**src/rtl/mcdsp_pkg.sv**
```systemverilog
// types and constants shared by the soft pwm block
`timescale 1ns / 1ps

package mcdsp_pkg;

   localparam int MAX_FANS   = 8;
   localparam int CH_W       = 3;
   localparam int DUTY_W     = 8;
   localparam int PHASE_W    = 8;
   localparam int SCALE_W    = 3;
   localparam int CSR_DATA_W = 3;

   localparam logic [PHASE_W-1:0] WRAP_POINT  = 8'd127;
   localparam logic [SCALE_W-1:0] SCALE_RESET = 3'd1;

   typedef enum logic [1:0] {
      CSR_SCALE  = 2'd0,
      CSR_DITHER = 2'd1,
      CSR_SLOW   = 2'd2,
      CSR_INVERT = 2'd3
   } csr_index_type;

   typedef enum logic {
      MODE_TICK = 1'b0,
      MODE_DUTY = 1'b1
   } mode_type;

   typedef struct packed {
      logic [SCALE_W-1:0] scale;
      logic               dither;
      logic               slow;
      logic               invert;
   } cfg_type;

   // per-tick control broadcast from the phase counter to every channel
   typedef struct packed {
      logic               tick;
      logic               wrap;
      logic [PHASE_W-1:0] t;
      logic [PHASE_W-1:0] mask;
   } tick_ctl_type;

endpackage

```
**src/rtl/mcdsp_if.sv**
```systemverilog
// request and response channel interfaces
`timescale 1ns / 1ps

interface mcdsp_req_if;
   logic                         valid;
   logic                         ready;
   logic                         mode;
   logic [mcdsp_pkg::CH_W-1:0]   channel;
   logic [mcdsp_pkg::DUTY_W-1:0] duty;

   modport source (output valid, output mode, output channel, output duty, input ready);
   modport sink   (input valid, input mode, input channel, input duty, output ready);
endinterface

interface mcdsp_rsp_if;
   logic                           valid;
   logic                           ready;
   logic [mcdsp_pkg::MAX_FANS-1:0] fan_pins;

   modport source (output valid, output fan_pins, input ready);
   modport sink   (input valid, input fan_pins, output ready);
endinterface

```
**src/rtl/multi_channel_dithered_soft_pwm_unit.sv**
```systemverilog
// top level of the multi-channel dithered soft pwm unit
`timescale 1ns / 1ps

// Software-style PWM for up to NUM_FANS fan outputs. Each request transaction is
// either one pwm tick (mode 0) or a duty write to one channel (mode 1); every
// request yields exactly one response transaction carrying the fan pin levels
// after it. The unit takes one transaction per clock cycle when the response
// side keeps up: the request is held in an input register, all channels
// update in parallel from registered state, and the pins land in the
// response register. Configuration writes on the csr port are taken at any
// edge with csr_we high and are meant for idle time; a write of scale reloads
// the phase to 2^scale. Pins of missing fans read 0.

module multi_channel_dithered_soft_pwm_unit #(
   parameter int NUM_FANS = 8
) (
   input  logic                             clock,
   input  logic                             reset,
   mcdsp_req_if.sink                        req_ch,
   mcdsp_rsp_if.source                      rsp_ch,
   input  logic                             csr_we,
   input  mcdsp_pkg::csr_index_type         csr_index,
   input  logic [mcdsp_pkg::CSR_DATA_W-1:0] csr_wdata
);
   import mcdsp_pkg::*;

   // bits of fan_pins that have a fan behind them
   localparam logic [MAX_FANS-1:0] FAN_MASK = MAX_FANS'((1 << NUM_FANS) - 1);

   // configuration registers
   cfg_type cfg_ff, cfg_in;

   // input register stage
   logic              in_valid_ff, in_valid_in;
   logic              in_mode_ff;
   logic [CH_W-1:0]   in_channel_ff;
   logic [DUTY_W-1:0] in_duty_ff;

   // response register stage
   logic                rsp_valid_ff, rsp_valid_in;
   logic [MAX_FANS-1:0] rsp_pins_ff;

   logic                advance;
   logic                do_item;
   logic                tick;
   logic                scale_we;
   tick_ctl_type        ctl;
   logic [MAX_FANS-1:0] pin_next;
   logic [MAX_FANS-1:0] pins_out;

   // the response register frees up whenever it is empty or being taken
   assign advance      = !rsp_valid_ff || rsp_ch.ready;
   assign req_ch.ready = !in_valid_ff || advance;
   assign do_item      = in_valid_ff && advance;
   assign tick         = do_item && (in_mode_ff == MODE_TICK);
   assign scale_we     = csr_we && (csr_index == CSR_SCALE);

   assign rsp_ch.valid    = rsp_valid_ff;
   assign rsp_ch.fan_pins = rsp_pins_ff;

   // csr decode
   always_comb begin
      cfg_in = cfg_ff;
      if (csr_we) begin
         unique case (csr_index)
            CSR_SCALE:  cfg_in.scale  = csr_wdata[SCALE_W-1:0];
            CSR_DITHER: cfg_in.dither = csr_wdata[0];
            CSR_SLOW:   cfg_in.slow   = csr_wdata[0];
            CSR_INVERT: cfg_in.invert = csr_wdata[0];
            default:    cfg_in = cfg_ff;
         endcase
      end
   end

   always_comb begin
      if (req_ch.ready) begin
         in_valid_in = req_ch.valid;
      end else begin
         in_valid_in = in_valid_ff;
      end
      if (advance) begin
         rsp_valid_in = in_valid_ff;
      end else begin
         rsp_valid_in = rsp_valid_ff;
      end
      pins_out = (pin_next ^ {MAX_FANS{cfg_ff.invert}}) & FAN_MASK;
   end

   always_ff @(posedge clock) begin
      if (reset) begin
         cfg_ff       <= '{scale: SCALE_RESET, dither: 1'b0, slow: 1'b0, invert: 1'b0};
         in_valid_ff  <= 1'b0;
         rsp_valid_ff <= 1'b0;
      end else begin
         cfg_ff       <= cfg_in;
         in_valid_ff  <= in_valid_in;
         rsp_valid_ff <= rsp_valid_in;
      end
   end

   // payload registers, no reset needed
   always_ff @(posedge clock) begin
      if (req_ch.ready && req_ch.valid) begin
         in_mode_ff    <= req_ch.mode;
         in_channel_ff <= req_ch.channel;
         in_duty_ff    <= req_ch.duty;
      end
      if (do_item) begin
         rsp_pins_ff <= pins_out;
      end
   end

   mcdsp_phase u_phase (
      .clock       (clock),
      .reset       (reset),
      .cfg         (cfg_ff),
      .scale_we    (scale_we),
      .scale_wdata (csr_wdata[SCALE_W-1:0]),
      .tick        (tick),
      .ctl         (ctl)
   );

   // one channel per fan, unused pin slots tie low
   for (genvar i = 0; i < MAX_FANS; i++) begin : g_fan
      if (i < NUM_FANS) begin : g_on
         logic duty_we;
         assign duty_we = do_item && (in_mode_ff == MODE_DUTY)
                          && (in_channel_ff == CH_W'(i));
         mcdsp_channel u_channel (
            .clock      (clock),
            .reset      (reset),
            .ctl        (ctl),
            .duty_we    (duty_we),
            .duty_wdata (in_duty_ff),
            .pin_next   (pin_next[i])
         );
      end else begin : g_off
         assign pin_next[i] = 1'b0;
      end
   end

   // a held request must not vanish while the response side stalls
   a_in_hold: assert property (@(posedge clock) disable iff (reset)
      in_valid_ff && !advance |=> in_valid_ff)
      else $error("input stage dropped a stalled request");

   // every processed request produces a response
   a_rsp_follows: assert property (@(posedge clock) disable iff (reset)
      do_item |=> rsp_valid_ff)
      else $error("processed request produced no response");

   // missing fans never drive a pin
   a_no_ghost_fans: assert property (@(posedge clock) disable iff (reset)
      rsp_valid_ff |-> ((rsp_pins_ff & ~FAN_MASK) == '0))
      else $error("pin of a missing fan is set");

endmodule

```
**src/rtl/mcdsp_phase.sv**
```systemverilog
// phase counter and wrap detection for the soft pwm
`timescale 1ns / 1ps

module mcdsp_phase (
   input  logic                              clock,
   input  logic                              reset,
   input  mcdsp_pkg::cfg_type                cfg,
   input  logic                              scale_we,
   input  logic [mcdsp_pkg::SCALE_W-1:0]     scale_wdata,
   input  logic                              tick,
   output mcdsp_pkg::tick_ctl_type           ctl
);
   import mcdsp_pkg::*;

   logic [PHASE_W-1:0] phase_ff;
   logic [PHASE_W-1:0] phase_in;
   logic [PHASE_W-1:0] step;
   logic               wrap;
   logic [PHASE_W-1:0] t;

   always_comb begin
      step = PHASE_W'(1) << cfg.scale;
      wrap = (phase_ff >= WRAP_POINT);
      if (!wrap) begin
         t = phase_ff;
      end else if (cfg.slow) begin
         t = '0;
      end else begin
         t = phase_ff - WRAP_POINT;
      end

      ctl.tick = tick;
      ctl.wrap = wrap;
      ctl.t    = t;
      // slow mode reloads without remainder, so its mask is zero too
      ctl.mask = (cfg.dither && !cfg.slow) ? step - PHASE_W'(1) : '0;

      priority if (scale_we) begin
         phase_in = PHASE_W'(1) << scale_wdata;
      end else if (tick) begin
         phase_in = t + step;
      end else begin
         phase_in = phase_ff;
      end
   end

   always_ff @(posedge clock) begin
      if (reset) begin
         phase_ff <= PHASE_W'(1) << SCALE_RESET;
      end else begin
         phase_ff <= phase_in;
      end
   end

endmodule

```
**src/rtl/mcdsp_channel.sv**
```systemverilog
// one fan channel: duty, accumulator and pin level
`timescale 1ns / 1ps

module mcdsp_channel (
   input  logic                         clock,
   input  logic                         reset,
   input  mcdsp_pkg::tick_ctl_type      ctl,
   input  logic                         duty_we,
   input  logic [mcdsp_pkg::DUTY_W-1:0] duty_wdata,
   output logic                         pin_next
);
   import mcdsp_pkg::*;

   logic [DUTY_W-1:0]  duty_ff, duty_in;
   logic [PHASE_W-1:0] acc_ff, acc_in;
   logic               pin_ff, pin_in;
   logic [PHASE_W-1:0] reload;

   always_comb begin
      reload  = (acc_ff & ctl.mask) + PHASE_W'(duty_ff >> 1);
      duty_in = duty_we ? duty_wdata : duty_ff;
      acc_in  = acc_ff;
      pin_in  = pin_ff;
      if (ctl.tick) begin
         if (ctl.wrap) begin
            acc_in = reload;
            pin_in = (reload > ctl.mask);
         end else if (acc_ff <= ctl.t) begin
            pin_in = 1'b0;
         end
      end
      pin_next = pin_in;
   end

   always_ff @(posedge clock) begin
      if (reset) begin
         duty_ff <= '0;
         acc_ff  <= '0;
         pin_ff  <= 1'b0;
      end else begin
         duty_ff <= duty_in;
         acc_ff  <= acc_in;
         pin_ff  <= pin_in;
      end
   end

endmodule
```
**src/flat_wrapper.sv**
```systemverilog
// flat-port wrapper written by rule: the top's interface ports become plain ports
module multi_channel_dithered_soft_pwm_unit_flat import mcdsp_pkg::*;
#(
   parameter int NUM_FANS = 8
)
  (clock, reset, csr_we, csr_index, csr_wdata, req_ch_valid, req_ch_mode, req_ch_channel, req_ch_duty, req_ch_ready, rsp_ch_valid, rsp_ch_fan_pins, rsp_ch_ready);
  mcdsp_req_if req_ch_i ();
  mcdsp_rsp_if rsp_ch_i ();
  input  logic clock;
  input  logic reset;
  input  logic csr_we;
  input  mcdsp_pkg::csr_index_type csr_index;
  input  logic [mcdsp_pkg::CSR_DATA_W-1:0] csr_wdata;
  input wire logic [$bits(req_ch_i.valid)-1:0] req_ch_valid;
  input wire logic [$bits(req_ch_i.mode)-1:0] req_ch_mode;
  input wire logic [$bits(req_ch_i.channel)-1:0] req_ch_channel;
  input wire logic [$bits(req_ch_i.duty)-1:0] req_ch_duty;
  output wire logic [$bits(req_ch_i.ready)-1:0] req_ch_ready;
  output wire logic [$bits(rsp_ch_i.valid)-1:0] rsp_ch_valid;
  output wire logic [$bits(rsp_ch_i.fan_pins)-1:0] rsp_ch_fan_pins;
  input wire logic [$bits(rsp_ch_i.ready)-1:0] rsp_ch_ready;
  assign req_ch_i.valid = req_ch_valid;
  assign req_ch_i.mode = req_ch_mode;
  assign req_ch_i.channel = req_ch_channel;
  assign req_ch_i.duty = req_ch_duty;
  assign req_ch_ready = req_ch_i.ready;
  assign rsp_ch_valid = rsp_ch_i.valid;
  assign rsp_ch_fan_pins = rsp_ch_i.fan_pins;
  assign rsp_ch_i.ready = rsp_ch_ready;
  multi_channel_dithered_soft_pwm_unit #(.NUM_FANS(NUM_FANS)) u_core (.clock(clock), .reset(reset), .req_ch(req_ch_i), .rsp_ch(rsp_ch_i), .csr_we(csr_we), .csr_index(csr_index), .csr_wdata(csr_wdata));
endmodule
```
**config.mk**
```make
export PLATFORM = sky130hd
export DESIGN_NAME = multi_channel_dithered_soft_pwm_unit_flat
export DESIGN_NICKNAME = d
export VERILOG_FILES = /design/src/rtl/mcdsp_pkg.sv /design/src/rtl/mcdsp_if.sv /design/src/rtl/multi_channel_dithered_soft_pwm_unit.sv /design/src/rtl/mcdsp_phase.sv /design/src/rtl/mcdsp_channel.sv /design/src/flat_wrapper.sv
export SDC_FILE = /design/constraint.sdc
export NUM_CORES = 1
export LEC_CHECK = 0
export BUFFER_PORTS_ARGS = -buffer_cell sky130_fd_sc_hd__buf_4
export CORE_AREA = 2 2 133 161
export DETAILED_ROUTE_END_ITERATION = 12
export DIE_AREA = 0 0 135 163
export PLACE_DENSITY = 0.76
export SLEW_MARGIN = 10
export SYNTH_ARGS = -nofsm -noshare
export SYNTH_HDL_FRONTEND = slang
export SYNTH_SLANG_ARGS = --single-unit
export TNS_END_PERCENT = 50
```
**constraint.sdc**
```tcl
create_clock -name clock -period 6.95 [get_ports clock]
set_input_delay 2.085 -clock clock [delete_from_list [all_inputs] [get_ports clock]]
set_output_delay 2.085 -clock clock [all_outputs]
set_load 0.005 [all_outputs]
```
==> flow_results.org <==
** Outcome
- The flow ran to the end, and the final reports show no timing, DRC or antenna violations.

** Final layout
- Most frequent standard cell in the layout excluding fill and tap cells :: ha_1
- Final-stage net count :: 1687
- Area of combinational cells with multiple inputs :: 8120 um^2
- Once layout is complete, the utilization of the core stands at 0.637.
- In the final layout, the share of cells above drive strength 1 is 0.0650.
- The library cells used most frequently in the layout, excluding fill and tap cells, are 192 x ha_1, 153 x nand2_1, 144 x dfxtp_1.
- Non-Filler Instances :: 1747
- Once layout is done, the placed cells without fillers occupy 13100 um^2.
- The number of antenna diodes in the final layout is 0.
- Synthesis-to-finish area growth :: 8.63%
- Filler cells :: 1792
- In the final layout, flip-flops and latches occupy 3450 um^2.

** Yosys
- In this run the mean area of a mapped cell was 8.33 um^2.
- Yosys mapped a number of flops with a built-in enable equal to 19.
- Share of flip-flops with an asynchronous set or reset after synthesis :: 0
- Counting every instance in the synthesized netlist gives 1450.
- After synthesis the netlist holds a flip-flop and latch count of 163.
- For this run, the number of Yosys warnings is 0.
- Dominant register cell in the synthesized netlist :: dfxtp_1
- Leading area contributor after synthesis :: dfxtp_1
- Biggest area contributors in the synthesized netlist :: dfxtp_1 24%, ha_1 20%, a21oi_1 5.3%, nand2_1 4.8%, edfxtp_1 4.7%
- Of the post-synthesis cell area, the dominant cell type holds 0.239.
- Post-synth design cell area :: 12100 um^2
- Distinct cells, synth :: 62
- Register area share after synthesis :: 0.286

** Placement
- Worst slack after detailed placement :: 1660 ps
- Port Buf Inserts :: 30
- Post-place instance area :: 12600 um^2
- # placed instances :: 1715
- Final weighted congestion in routability-driven placement :: 0.876
- Detailed-placement wirelength estimate :: 23.5 mm

** Timing
- The count of pins over their slew limit was 0.
- On the final layout, the worst clock skew is 12.2 ps.
- Slew margin rel. :: 0.272
- The routed design could run at a clock period as short as 5450 ps.
- The final hold violation count is 0.
- Worst Tran Pin Value :: 1090 ps
- On the final layout, the worst hold slack is 454 ps.
- Of the available clock period, the critical path in the final layout requires 0.784.
- Setup tns final :: 0 ps
- Setup repair after global routing missed its margin :: no
- Upper clock frequency limit :: 183 MHz
- Final Worst Setup Slack :: 1500 ps
- Number of failing setup endpoints in the final timing report :: 0

** Global routing
- The initial antenna violation count is 0.
- Wire length of the first global-routing pass :: 53.6 mm
- All-layer global routing usage :: 0.321
- Remaining global-route overflow :: 0
- Pin count of the biggest net entering global routing :: 59
- The number of global-route vias before repair was 10000.

** Critical path
- RR Endpoint :: u_core.rsp_ch.fan_pins[5]
- Data on the critical path arrives at its endpoint at 5650 ps.
- For the worst flop-to-flop path, the logic depth is 18.
- At the worst endpoint, the required time is 7140 ps.
- Worst Setup Start Kind :: flop
- In this run the worst setup path terminates at u_core.rsp_ch.fan_pins[5].
- For flop-to-flop paths, the worst setup slack is 1500 ps.
- Beginning of the critical path :: u_core.cfg_ff[3]
- In this run the worst path has a maximum fanout of 13.
- The worst setup path is captured at a flop.
- Type of the worst setup path :: flop to flop
- Reg-to-Reg Start :: u_core.cfg_ff[3]

** Routing
- In this run, the number of DRC markers left after iteration 0 of detailed routing was 923.
- In the final routed layout, each cell accounts on average for 19.9 um.
- In this run the remaining antenna-violating nets after routing total 0.
- The detailed router placed 10900 vias in this run.
- First drt pass iteration count :: 5
- Wires add up to 34.8 mm.
- After detailed routing, the number of vias per cell comes to 6.23.
- In the routed design, unresolved DRC markers number 0.

** Clock tree
- Clock tree from TritonCTS :: done
- Total clock buffers created by CTS :: 17
- Number of buffers added for setup after CTS :: 0
- CTS built an H-tree with a depth of 4.
- The clock drives 163 sinks.
- The root buffer cell chosen for the clock tree is clkbuf_16.
- Clock transition at the register clock pins on the worst setup and hold paths after CTS :: 60 ps
- Number of resized instances in the post-cts repair step :: 0
- Number of hold-repair buffers added at the cts stage :: 0
- Worst skew pair latency :: 440 ps
- In this run the deepest clock path goes through 2 buffers.

** Floorplanning
- The die covers 22000 um^2.
- The floorplan step set the die height to 163 um.
- FP Rows :: 58
- Core outline area :: 20600 um^2
- Top Ports :: 32
- The die is 135 um wide.
- Starting density of the core :: 0.586

** Worst hold path
- In this run the worst hold path is classified as flop to flop.

** Power
- Post-route total power :: 2.07 mW
- Ratio of total power to cell area :: 158 nW/um^2
- Pleak :: 5.79 nW
- IR analysis of the VDD net gives a maximum drop of 181 uV.

** Run
- The tool flagged a number of max-cap violations equal to 0.
-- synthesized netlist by cell type (11+ instances only) --
master / count
nand3b_1: 12
o211a_1: 11
o21ai_0: 67
nand3_1: 20
nor2_1: 128
o31ai_1: 17
and2_1: 33
nand4_1: 22
xnor2_1: 21
nor3_1: 38
nor2b_1: 30
ha_1: 192
a211oi_1: 26
and3_1: 30
clkbuf_1: 45
a21oi_1: 129
nand2_1: 153
inv_1: 81
dfxtp_1: 144
edfxtp_1: 19
mux2i_1: 47
o21a_1: 39
a21o_1: 31
-- flip-flops by register name, indices dropped and copies added (netlist names) --
name	cells
u_core.in_mode_ff	1
u_core.in_channel_ff	3
u_core.u_phase.phase_ff	8
u_core.g_fan.g_on.u_channel.pin_ff	8
u_core.in_valid_ff	1
u_core.cfg_ff	6
u_core.g_fan.g_on.u_channel.duty_ff	56
u_core.g_fan.g_on.u_channel.acc_ff	64
u_core.rsp_ch.valid	1
u_core.rsp_ch.fan_pins	8
u_core.in_duty_ff	7
-- routing by layer --
metal / part of all wire / global-route usage
met4: 0.043 / 0.143
met2: 0.45 / 0.516
met3: 0.083 / 0.0442
met1: 0.43 / 0.431
met5: 0 / 0
-- cell type report --
class / count / share of cell area
tap: 270 / 0.0257
clock buffer: 24 / 0.0377
multi-input combinational: 1152 / 0.619
clock inverter: 8 / 0.00381
inverter: 83 / 0.0237
timing repair buffer: 47 / 0.0269
sequential: 163 / 0.263
-- cells by family (layout without fill, tap and decap cells) --
family | after synthesis | count (layout) | synth area share
AO/OA/AOI/OAI | 361 | 361 | 0.192
multiplexers | 47 | 47 | 0.0389
buffers and inverters | 142 | 162 | 0.0452
AND/OR/NAND/NOR | 505 | 505 | 0.202
flip-flops | 163 | 163 | 0.286
XOR/XNOR | 29 | 29 | 0.0210
other | 1 | 8 | 0.000310
adder cells (fa/ha/maj) | 202 | 202 | 0.215
-- where the power goes --
part           switching (mW)  total (mW)  internal (mW)
clock network           0.392       0.890          0.498
registers              0.0248       0.990          0.965
logic                   0.118       0.191         0.0733
-- worst min-delay path by stage --
stage / start / to / slack (ps) / cells past startpoint
global placement: u_core.g_fan[6].g_on.u_channel.acc_ff[0] / u_core.g_fan[6].g_on.u_channel.acc_ff[0] / 440 / 2
CTS: u_core.g_fan[0].g_on.u_channel.acc_ff[0] / u_core.g_fan[0].g_on.u_channel.acc_ff[0] / 450 / 2
global route: u_core.g_fan[4].g_on.u_channel.acc_ff[0] / u_core.g_fan[4].g_on.u_channel.acc_ff[0] / 480 / 2
detailed placement: u_core.g_fan[0].g_on.u_channel.acc_ff[0] / u_core.g_fan[0].g_on.u_channel.acc_ff[0] / 450 / 2
finish: u_core.g_fan[0].g_on.u_channel.acc_ff[0] / u_core.g_fan[0].g_on.u_channel.acc_ff[0] / 450 / 2
floorplan: u_core.g_fan[0].g_on.u_channel.acc_ff[0] / u_core.g_fan[0].g_on.u_channel.acc_ff[0] / 440 / 2
-- worst max-delay path, stage by stage (launching register included) --
cell and delay, ps:
dfxtp_1 600, or3b_2 540, ha_1 310, nor2_1 530
buf_4 300, and2_1 190, ha_1 240, a21o_1 160
a21oi_1 280, o21ai_0 170, a21oi_1 140, nand2b_1 150
nand2_1 70, ha_1 300, nand3_1 100, o31ai_1 230
o311ai_0 250, and2_1 260, a211oi_1 410
No activity file was read; power rests on OpenSTA's default activity.
